===== src/rtl/dspid_pkg.sv =====
// Package for the dual-sensor PID steering block.
// Holds the transaction types, field widths, register codes and reset constants.
package dspid_pkg;

    typedef struct packed {
        logic        sensor_select;
        logic [15:0] clear_level;
    } t_in;

    typedef struct packed {
        logic signed [31:0] forward_speed;
        logic signed [31:0] lateral_speed;
        logic signed [31:0] turn_rate;
    } t_out;

    localparam int GAIN_W = 24;
    localparam int ERR_W  = 18;
    localparam int DIFF_W = 19;
    localparam int INT_W  = 32;
    localparam int ACC_W  = 60;
    localparam int MAG_W  = 32;
    localparam int QUO_W  = 16;

    typedef enum logic [2:0] {
        REG_TARGET = 3'd0,
        REG_OFFSET = 3'd1,
        REG_GAIN_P = 3'd2,
        REG_GAIN_I = 3'd3,
        REG_GAIN_D = 3'd4
    } t_reg_idx;

    localparam logic [15:0] RST_TARGET = 16'd600;
    localparam logic [15:0] RST_OFFSET = 16'd80;
    localparam logic [23:0] RST_GAIN_P = 24'd8389;
    localparam logic [23:0] RST_GAIN_I = 24'd105;
    localparam logic [23:0] RST_GAIN_D = 24'd10486;

    // 0.035 in Q0.20
    localparam logic [15:0] LAT_GAIN = 16'd36700;

endpackage


===== src/rtl/dspid_mac.sv =====
// Bit-serial multiply-accumulate for the PID sum, one gain bit per cycle, MSB first.
// Depends on dspid_pkg.
module dspid_mac (
    input  logic                                i_clk,
    input  logic                                i_rst_n,
    input  logic                                i_start,
    input  logic signed [dspid_pkg::ERR_W-1:0]  i_err,
    input  logic signed [dspid_pkg::INT_W-1:0]  i_integ,
    input  logic signed [dspid_pkg::DIFF_W-1:0] i_diff,
    input  logic        [dspid_pkg::GAIN_W-1:0] i_gain_p,
    input  logic        [dspid_pkg::GAIN_W-1:0] i_gain_i,
    input  logic        [dspid_pkg::GAIN_W-1:0] i_gain_d,
    output logic                                o_busy,
    output logic signed [dspid_pkg::ACC_W-1:0]  o_acc
);
    import dspid_pkg::*;

    localparam int CNT_W = $clog2(GAIN_W);
    localparam int ADD_W = INT_W + 4;

    logic                     r_busy;
    logic [CNT_W-1:0]         r_cnt;
    logic signed [ACC_W-1:0]  r_acc;
    logic signed [ERR_W-1:0]  r_err;
    logic signed [INT_W-1:0]  r_integ;
    logic signed [DIFF_W-1:0] r_diff;
    logic [GAIN_W-1:0]        r_gp;
    logic [GAIN_W-1:0]        r_gi;
    logic [GAIN_W-1:0]        r_gd;
    logic signed [ADD_W-1:0]  w_add;
    logic signed [ACC_W-1:0]  n_acc;

    always_comb begin
        w_add = (r_gp[GAIN_W-1] ? ADD_W'(r_err)   : '0)
              + (r_gi[GAIN_W-1] ? ADD_W'(r_integ) : '0)
              + (r_gd[GAIN_W-1] ? ADD_W'(r_diff)  : '0);
        n_acc = (r_acc <<< 1) + ACC_W'(w_add);
    end

    always_ff @(posedge i_clk) begin
        if (!i_rst_n) begin
            r_busy <= 1'b0;
            r_cnt  <= '0;
        end else if (i_start) begin
            r_busy  <= 1'b1;
            r_cnt   <= '0;
            r_acc   <= '0;
            r_err   <= i_err;
            r_integ <= i_integ;
            r_diff  <= i_diff;
            r_gp    <= i_gain_p;
            r_gi    <= i_gain_i;
            r_gd    <= i_gain_d;
        end else if (r_busy) begin
            r_acc <= n_acc;
            r_gp  <= r_gp << 1;
            r_gi  <= r_gi << 1;
            r_gd  <= r_gd << 1;
            r_cnt <= r_cnt + 1'b1;
            if (r_cnt == CNT_W'(GAIN_W - 1)) begin
                r_busy <= 1'b0;
            end
        end
    end

    assign o_busy = r_busy;
    assign o_acc  = r_acc;

endmodule


===== src/rtl/dspid_div.sv =====
// Restoring divider, one quotient bit per cycle, for the forward speed
// round(3*2^31 / (2^17 + |turn|)). Depends on dspid_pkg.
module dspid_div (
    input  logic                               i_clk,
    input  logic                               i_rst_n,
    input  logic                               i_start,
    input  logic [dspid_pkg::MAG_W-1:0]        i_mag,
    output logic                               o_busy,
    output logic [dspid_pkg::QUO_W-1:0]        o_quo
);
    import dspid_pkg::*;

    localparam int DEN_W = MAG_W + 1;
    localparam int DIV_W = DEN_W + 1;
    localparam int NUM_W = DEN_W + 2;
    localparam int CNT_W = $clog2(QUO_W);

    logic                 r_busy;
    logic [CNT_W-1:0]     r_cnt;
    logic [DIV_W-1:0]     r_div;
    logic [DIV_W-1:0]     r_rem;
    logic [QUO_W-1:0]     r_low;
    logic [DEN_W-1:0]     w_den;
    logic [NUM_W-1:0]     w_num;
    logic [DIV_W:0]       w_t;
    logic                 w_ge;

    always_comb begin
        w_den = DEN_W'(i_mag) + DEN_W'(33'h2_0000);
        w_num = (NUM_W'(3) << 32) + NUM_W'(w_den);
        w_t   = {r_rem, r_low[QUO_W-1]};
        w_ge  = w_t >= {1'b0, r_div};
    end

    always_ff @(posedge i_clk) begin
        if (!i_rst_n) begin
            r_busy <= 1'b0;
            r_cnt  <= '0;
        end else if (i_start) begin
            r_busy <= 1'b1;
            r_cnt  <= '0;
            r_div  <= {w_den, 1'b0};
            r_rem  <= DIV_W'(w_num[NUM_W-1:QUO_W]);
            r_low  <= w_num[QUO_W-1:0];
        end else if (r_busy) begin
            r_rem <= w_ge ? DIV_W'(w_t - {1'b0, r_div}) : w_t[DIV_W-1:0];
            r_low <= {r_low[QUO_W-2:0], w_ge};
            r_cnt <= r_cnt + 1'b1;
            if (r_cnt == CNT_W'(QUO_W - 1)) begin
                r_busy <= 1'b0;
            end
        end
    end

    assign o_busy = r_busy;
    assign o_quo  = r_low;

endmodule


===== src/rtl/dual_sensor_pid_steering_top.sv =====
// Top level of the dual-sensor PID steering block: APB registers, sequencer, output stage.
// Depends on dspid_pkg, dspid_mac and dspid_div.
//
// Each accepted reading updates its sensor's PID loop; a combined speed command is
// produced when the other sensor has reported since its flag was last cleared, which
// clears that flag; sensor 1 counts as reported after reset. A reading goes through
// S_ERR, S_MAC and S_TURN and, if it gives a command, S_LAT1, S_LAT2, S_SUM and S_OUT
// before the next is accepted. The PID sum runs on a serial multiply-accumulate, one
// gain bit at a time, and the forward speed on a restoring divider, one quotient bit at
// a time. A command that finds the output register still full waits until that
// transaction is taken. The input takes a new transaction only when the sequencer is
// idle; the output register holds a finished command while the next reading is worked on.
module dual_sensor_pid_steering_top (
    input  logic              i_clk,
    input  logic              i_rst_n,
    input  logic              i_in_valid,
    output logic              o_in_ready,
    input  dspid_pkg::t_in    i_in_data,
    output logic              o_out_valid,
    input  logic              i_out_ready,
    output dspid_pkg::t_out   o_out_data,
    input  logic              psel,
    input  logic              penable,
    input  logic              pwrite,
    input  logic [4:0]        paddr,
    input  logic [31:0]       pwdata,
    output logic [31:0]       prdata,
    output logic              pready
);
    import dspid_pkg::*;

    typedef enum logic [2:0] {
        S_IDLE, S_ERR, S_MAC, S_TURN, S_LAT1, S_LAT2, S_SUM, S_OUT
    } t_state;

    localparam int PROD_W = 51;
    localparam int V_W    = 56;

    function automatic logic signed [31:0] sat32(input logic signed [63:0] v);
        if (v > 64'sd2147483647) begin
            return 32'sh7FFF_FFFF;
        end else if (v < -64'sd2147483648) begin
            return 32'sh8000_0000;
        end
        return v[31:0];
    endfunction

    function automatic logic signed [31:0] round20(input logic signed [PROD_W-1:0] p);
        logic signed [PROD_W-1:0] t;
        t = (p + PROD_W'(524288)) >>> 20;
        return t[31:0];
    endfunction

    logic [15:0]              r_target;
    logic [15:0]              r_offset;
    logic [GAIN_W-1:0]        r_gp;
    logic [GAIN_W-1:0]        r_gi;
    logic [GAIN_W-1:0]        r_gd;

    t_state                   r_state;
    logic                     r_sel;
    logic [15:0]              r_level;
    logic signed [INT_W-1:0]  r_integ1;
    logic signed [INT_W-1:0]  r_integ2;
    logic signed [ERR_W-1:0]  r_last1;
    logic signed [ERR_W-1:0]  r_last2;
    logic signed [31:0]       r_turn1;
    logic signed [31:0]       r_turn2;
    logic                     r_seen1;
    logic                     r_seen2;
    logic signed [V_W-1:0]    r_v;
    logic signed [PROD_W-1:0] r_prod;
    logic signed [31:0]       r_lat1;
    logic signed [31:0]       r_lat_sum;
    logic signed [31:0]       r_trn;
    t_out                     r_out;
    logic                     r_out_valid;

    logic signed [ERR_W-1:0]  w_err;
    logic signed [INT_W-1:0]  w_integ_old;
    logic signed [INT_W-1:0]  w_integ_new;
    logic signed [ERR_W-1:0]  w_last;
    logic signed [DIFF_W-1:0] w_diff;
    logic signed [32:0]       w_mul_a;
    logic signed [17:0]       w_lgain;
    logic signed [PROD_W-1:0] w_prod;
    logic [MAG_W-1:0]         w_mag;
    logic                     w_cfg_wr;
    logic                     w_out_load;

    logic                     mac_busy;
    logic signed [ACC_W-1:0]  mac_acc;
    logic                     div_busy;
    logic [QUO_W-1:0]         div_quo;

    always_comb begin
        w_err = $signed({2'b00, r_level}) - $signed({2'b00, r_target})
              + (r_sel ? $signed({2'b00, r_offset}) : 18'sd0);
        w_integ_old = r_sel ? r_integ2 : r_integ1;
        w_integ_new = sat32(64'(w_integ_old) + 64'(w_err));
        w_last      = r_sel ? r_last2 : r_last1;
        w_diff      = DIFF_W'(w_err) - DIFF_W'(w_last);
        w_mul_a     = (r_state == S_LAT1) ? 33'(r_turn1) : -33'(r_turn2);
        w_lgain     = $signed({2'b00, LAT_GAIN});
        w_prod      = PROD_W'(w_mul_a) * PROD_W'(w_lgain);
        w_mag       = r_turn1[31] ? MAG_W'(-33'(r_turn1)) : MAG_W'(r_turn1);
        w_out_load  = (r_state == S_OUT) && !div_busy && (!r_out_valid || i_out_ready);
    end

    dspid_mac u_mac (
        .i_clk    (i_clk),
        .i_rst_n  (i_rst_n),
        .i_start  (r_state == S_ERR),
        .i_err    (w_err),
        .i_integ  (w_integ_new),
        .i_diff   (w_diff),
        .i_gain_p (r_gp),
        .i_gain_i (r_gi),
        .i_gain_d (r_gd),
        .o_busy   (mac_busy),
        .o_acc    (mac_acc)
    );

    dspid_div u_div (
        .i_clk   (i_clk),
        .i_rst_n (i_rst_n),
        .i_start (r_state == S_LAT1),
        .i_mag   (w_mag),
        .o_busy  (div_busy),
        .o_quo   (div_quo)
    );

    assign w_cfg_wr = psel && penable && pwrite;

    always_ff @(posedge i_clk) begin
        if (!i_rst_n) begin
            r_target <= RST_TARGET;
            r_offset <= RST_OFFSET;
            r_gp     <= RST_GAIN_P;
            r_gi     <= RST_GAIN_I;
            r_gd     <= RST_GAIN_D;
        end else if (w_cfg_wr) begin
            unique case (paddr[4:2])
                REG_TARGET: r_target <= pwdata[15:0];
                REG_OFFSET: r_offset <= pwdata[15:0];
                REG_GAIN_P: r_gp     <= pwdata[GAIN_W-1:0];
                REG_GAIN_I: r_gi     <= pwdata[GAIN_W-1:0];
                REG_GAIN_D: r_gd     <= pwdata[GAIN_W-1:0];
                default:    ;
            endcase
        end
    end

    always_comb begin
        unique case (paddr[4:2])
            REG_TARGET: prdata = 32'(r_target);
            REG_OFFSET: prdata = 32'(r_offset);
            REG_GAIN_P: prdata = 32'(r_gp);
            REG_GAIN_I: prdata = 32'(r_gi);
            REG_GAIN_D: prdata = 32'(r_gd);
            default:    prdata = '0;
        endcase
    end

    assign pready = 1'b1;

    always_ff @(posedge i_clk) begin
        if (!i_rst_n) begin
            r_state     <= S_IDLE;
            r_integ1    <= '0;
            r_integ2    <= '0;
            r_last1     <= '0;
            r_last2     <= '0;
            r_turn1     <= '0;
            r_turn2     <= '0;
            r_seen1     <= 1'b1;
            r_seen2     <= 1'b0;
            r_out_valid <= 1'b0;
        end else begin
            if (w_out_load) begin
                r_out_valid <= 1'b1;
            end else if (r_out_valid && i_out_ready) begin
                r_out_valid <= 1'b0;
            end
            unique case (r_state)
                S_IDLE: begin
                    if (i_in_valid) begin
                        r_sel   <= i_in_data.sensor_select;
                        r_level <= i_in_data.clear_level;
                        r_state <= S_ERR;
                    end
                end
                S_ERR: begin
                    if (r_sel) begin
                        r_integ2 <= w_integ_new;
                        r_last2  <= w_err;
                    end else begin
                        r_integ1 <= w_integ_new;
                        r_last1  <= w_err;
                    end
                    r_state <= S_MAC;
                end
                S_MAC: begin
                    if (!mac_busy) begin
                        r_v     <= V_W'((mac_acc + ACC_W'(8)) >>> 4);
                        r_state <= S_TURN;
                    end
                end
                S_TURN: begin
                    r_state <= S_IDLE;
                    if (r_sel) begin
                        r_turn2 <= sat32(-64'(r_v));
                        r_seen2 <= 1'b1;
                        if (r_seen1) begin
                            r_seen1 <= 1'b0;
                            r_state <= S_LAT1;
                        end
                    end else begin
                        r_turn1 <= sat32(64'(r_v));
                        r_seen1 <= 1'b1;
                        if (r_seen2) begin
                            r_seen2 <= 1'b0;
                            r_state <= S_LAT1;
                        end
                    end
                end
                S_LAT1: begin
                    r_prod  <= w_prod;
                    r_state <= S_LAT2;
                end
                S_LAT2: begin
                    r_lat1  <= round20(r_prod);
                    r_prod  <= w_prod;
                    r_state <= S_SUM;
                end
                S_SUM: begin
                    r_lat_sum <= sat32(64'(r_lat1) + 64'(round20(r_prod)));
                    r_trn     <= sat32(64'(r_turn1) + 64'(r_turn2));
                    r_state   <= S_OUT;
                end
                S_OUT: begin
                    if (w_out_load) begin
                        r_out.forward_speed <= $signed(32'(div_quo));
                        r_out.lateral_speed <= r_lat_sum;
                        r_out.turn_rate     <= r_trn;
                        r_state             <= S_IDLE;
                    end
                end
                default: r_state <= S_IDLE;
            endcase
        end
    end

    assign o_in_ready  = (r_state == S_IDLE);
    assign o_out_valid = r_out_valid;
    assign o_out_data  = r_out;

endmodule


===== config.mk =====
export PLATFORM = sky130hd
export DESIGN_NAME = dual_sensor_pid_steering_top
export DESIGN_NICKNAME = d
export VERILOG_FILES = /design/src/rtl/dspid_pkg.sv /design/src/rtl/dspid_mac.sv /design/src/rtl/dspid_div.sv /design/src/rtl/dual_sensor_pid_steering_top.sv
export SDC_FILE = /design/constraint.sdc
export NUM_CORES = 2
export LEC_CHECK = 0
export ABC_AREA = 0
export BUFFER_PORTS_ARGS = -buffer_cell sky130_fd_sc_hd__clkbuf_2
export CORE_MARGIN = 2
export CORE_UTILIZATION = 35
export CTS_CLUSTER_SIZE = 28
export DETAILED_ROUTE_END_ITERATION = 16
export GPL_TIMING_DRIVEN = 1
export PLACE_DENSITY = 0.55
export SLEW_MARGIN = 20
export SYNTH_ARGS = -nofsm -noshare
export SYNTH_HDL_FRONTEND = slang
export SYNTH_HIERARCHICAL = 1
export SYNTH_SLANG_ARGS = --single-unit

===== constraint.sdc =====
create_clock -name i_clk -period 12.9 [get_ports i_clk]
set_input_delay 1.29 -clock i_clk [delete_from_list [all_inputs] [get_ports i_clk]]
set_output_delay 1.29 -clock i_clk [all_outputs]
set_load 0.05 [all_outputs]

==> impl_results.md <==
- Postcts setup bufs: 0
- # hold bufs at CTS: 0
- Endpoint type of the worst setup path: register
- Post-route DRC: 0
- TritonCTS Sinks: 848
- Pre-antenna DRT Iters: 5
- Total grt overflow: 0
- Routed Antenna Nets: 0
- Critical path required time: 13.32 ns
- Status: finished, final reports clean
- # Max-Cap Violations: 0
- Slew margin rel.: about 27%
- Max FO, Critical Path: 31
- Crit path max-delay family: compound AO/OA/AOI/OAI gates
- Endpoints failing hold: 0
- Die ar.: ~170000 sq um
- RSZ-0062 raised after global routing: false
- I/O pin count: 192
- Clock Skew: 0.0748 ns
- DRT Wirelength: 144 mm
- Detailed Place HPWL: 108 mm
- Antenna violations before repair: 0
- Top routing layer in use: met4
- Nets: between 6000 and 7000
- Synth Register Bits: about 850
- Via count: ~42000
- Site Rows: about 150
- Clock-pin slew on the worst setup and hold paths: 0.06 ns
- Chip height: between 400 and 500 microns
- Clk_lat worst skew: about 0.73 ns
- Setup Crit Path Kind: reg -> reg
- DRT iter0 DRCs: ~2400
- CTS H-tree lvls: 3
- Largest net degree at the start of global routing: 140
- Die width: 412 microns
- # fillers: between 15000 and 20000
- Critical path's largest stage delay: approximately 0.75 ns
- Num CTS Buffers: 100
- Clock Root Buffer: clkbuf_16
- First-pass GRT wire length: about 230 mm
- Post-synth EDFFs: roughly 560
- Async set-or-reset flop fraction in the synthesized netlist: 0%
- Largest family of logic cells by synthesized area: adder cells
- Slowest cell on the critical path: a221oi_1
- Syn Area/Cell: around 10 sq um
- Gr usage total: between 15 and 20%
- Slew Limit Fails: 0
- Met1 WL: between 60 and 70 mm
- WL met2: between 60 and 70 mm
- Initial Util: a little over a third
- Mux contribution to synthesized area: between 4 and 5%
- Tightest Hold Check Type: reg -> reg
- Main synth FF type: edfxtp_1
- CTS tree: yes
- Cts repair resizes: 0
- Mapped Cells: 5902
- Yosys warns: 6
- Metal3 WL: approximately 5.4 mm
- Core Region: 165000 sq um
- Fraction of layout instances using a drive strength above 1: about a tenth
- Synth Area in Simple Gates: between 10% and 20%
- Max frequency: 0.110 GHz
- Seq/Total Area, Yosys: 38.7%
- Final Wtd Congestion: 0.886
- Area growth from synthesis to layout: 11.1%
- Fin crit period: just over 9 ns
- Post-Synthesis Cell Area: roughly 58000 sq um
- Per-cell routed wire length: between 15 and 20 microns
- Post-synthesis adder-cell area fraction: between 10% and 20%
- Port buffer count: 156
- Post-synth cell types: 103
- # diodes: 0
- Setup TNS: 0 ns
- Worst-case clock buffer depth: 3
- CP startpoint kind: register
- Compound-Gate Fraction of Synth Area: 15.0%
- Worst Path Buf+Inv: 3
- Xor-xnor portion of the synthesized cell area: approximately 6.6%
- Period utilisation layout: 70.6%
- Post-DR vias/cell: slightly above 5
- CP arrival: ~9.5 ns
- Tightest Pin Transition: ~1.1 ns
- Final setup fails: 0
- Vias in the first global route: 42000
[metrics by stage]
| step | setup WS [ns] | hold WS [ns] | area (sq um) | util [%] | instances |
|---|---|---|---|---|---|
| finish | 3.80 | 0.416 | 64900 | 39.2 | 8288 |
| detailed placement | 3.78 | 0.405 | 61500 | 37.2 | 8101 |
| CTS | 3.73 | 0.419 | 64900 | 39.2 | 8287 |
| floorplan | 2.65 | 0.400 | 58500 | - | 5926 |
| global placement | 3.81 | 0.402 | 61500 | 37.2 | 8101 |
| global route | 3.01 | 0.424 | 64900 | 39.2 | 8288 |
[layout make-up]
cell class              instances  area (sq um)  share of cell area [%]
clock buffers                 130          2740                    4.22
repair buffers                216          1260                    1.94
flip-flops and latches        848         22600                    34.9
multi-input cells            4360         33100                    51.0
clock inverters                56           621                   0.957
well taps                    2189          2740                    4.22
inverters                     489          1840                    2.83
[layer usage]
metal  vias to the layer above  GRT usage (%)
li1                      21100              -
met1                     20400           22.9
met2                       817           28.2
met3                       198           2.01
met4                         0           4.29
met5                         -              0
[cells in the final DEF (no fill, tap or decap), types with 38 or more instances in the layout]
cell type	count
nand2_1	660
edfxtp_1	563
inv_1	488
ha_1	446
a21oi_1	395
o21ai_0	325
nor2_1	305
xnor2_1	298
dfxtp_1	285
fa_1	233
clkbuf_2	155
mux2_2	150
xor2_1	144
nand3_1	141
a21o_1	123
a21boi_0	122
clkbuf_16	103
nor3_1	68
mux2i_1	68
and2_1	58
buf_4	58
nand4_1	51
nand2b_1	51
and3_1	45
o21a_1	40
nor2b_1	38
[worst register-to-register path, delay by kind of cell, from the launching register on]
kind	cells	cell delay (ns)
AOI/OAI and AO/OA	12	4.34
and+or+nand+nor	7	1.43
adders and majority gates	4	1.29
buffers and inverters	3	0.61
muxes	1	0.58
DFF	1	0.40
xor gates and xnor gates	1	0.15
[synthesized netlist by cell type (all sizes together) (28+ instances only)]
cell | n | area (sq um)
a21boi | 123 | 923
a21o | 123 | 923
a21oi | 402 | 2040
a22oi | 38 | 290
a31oi | 35 | 240
and2 | 62 | 390
and3 | 47 | 295
buf | 56 | 399
clkbuf | 173 | 649
dfxtp | 285 | 5710
edfxtp | 563 | 16900
fa | 233 | 4660
ha | 446 | 5580
inv | 489 | 1840
mux2 | 150 | 1690
mux2i | 69 | 691
nand2 | 660 | 2480
nand2b | 51 | 319
nand3 | 141 | 706
nand4 | 51 | 319
nor2 | 306 | 1150
nor2b | 39 | 244
nor3 | 70 | 355
nor4 | 41 | 269
o211ai | 32 | 240
o21a | 42 | 315
o21ai | 353 | 1800
o21bai | 35 | 263
o31ai | 30 | 225
or2 | 28 | 175
or3 | 31 | 194
xnor2 | 298 | 2610
xor2 | 144 | 1260
[cell families after synthesis]
| logic type | after synthesis |
|---|---|
| buffers and inverters | 718 |
| AND/OR/NAND/NOR | 1610 |
| AO/OA/AOI/OAI | 1378 |
| XOR/XNOR | 442 |
| multiplexers | 219 |
| other | 2 |
| adder cells (fa/ha/maj) | 685 |
| flip-flops | 848 |
[sequential cells by signal (all words and copies together), names as in the netlist, 31 cells and up]
register,flops
r_v,56
u_mac/o_acc,60
u_div/r_rem,34
r_integ1,32
r_lat1,31
r_prod,31
o_out_data,80
r_lat_sum,32
r_integ2,32
u_mac/r_integ,32
u_div/r_div,33
r_turn2,32
r_trn,32
r_turn1,32
[final timing paths]
path	startpoint	to	slack [ns]	cells past startpoint
hold / removal	r_lat_sum[1]	o_out_data[33]	0.42	0
hold reg to reg	r_lat_sum[1]	o_out_data[33]	0.42	0
setup reg to reg	r_target[0]	u_mac/r_integ[20]	3.80	28
setup / recovery	r_target[0]	u_mac/r_integ[20]	3.80	28
Power is left out: the tool's default activity adds up to more than one toggle a clock period on the data nets, which glitch-free logic cannot reach.
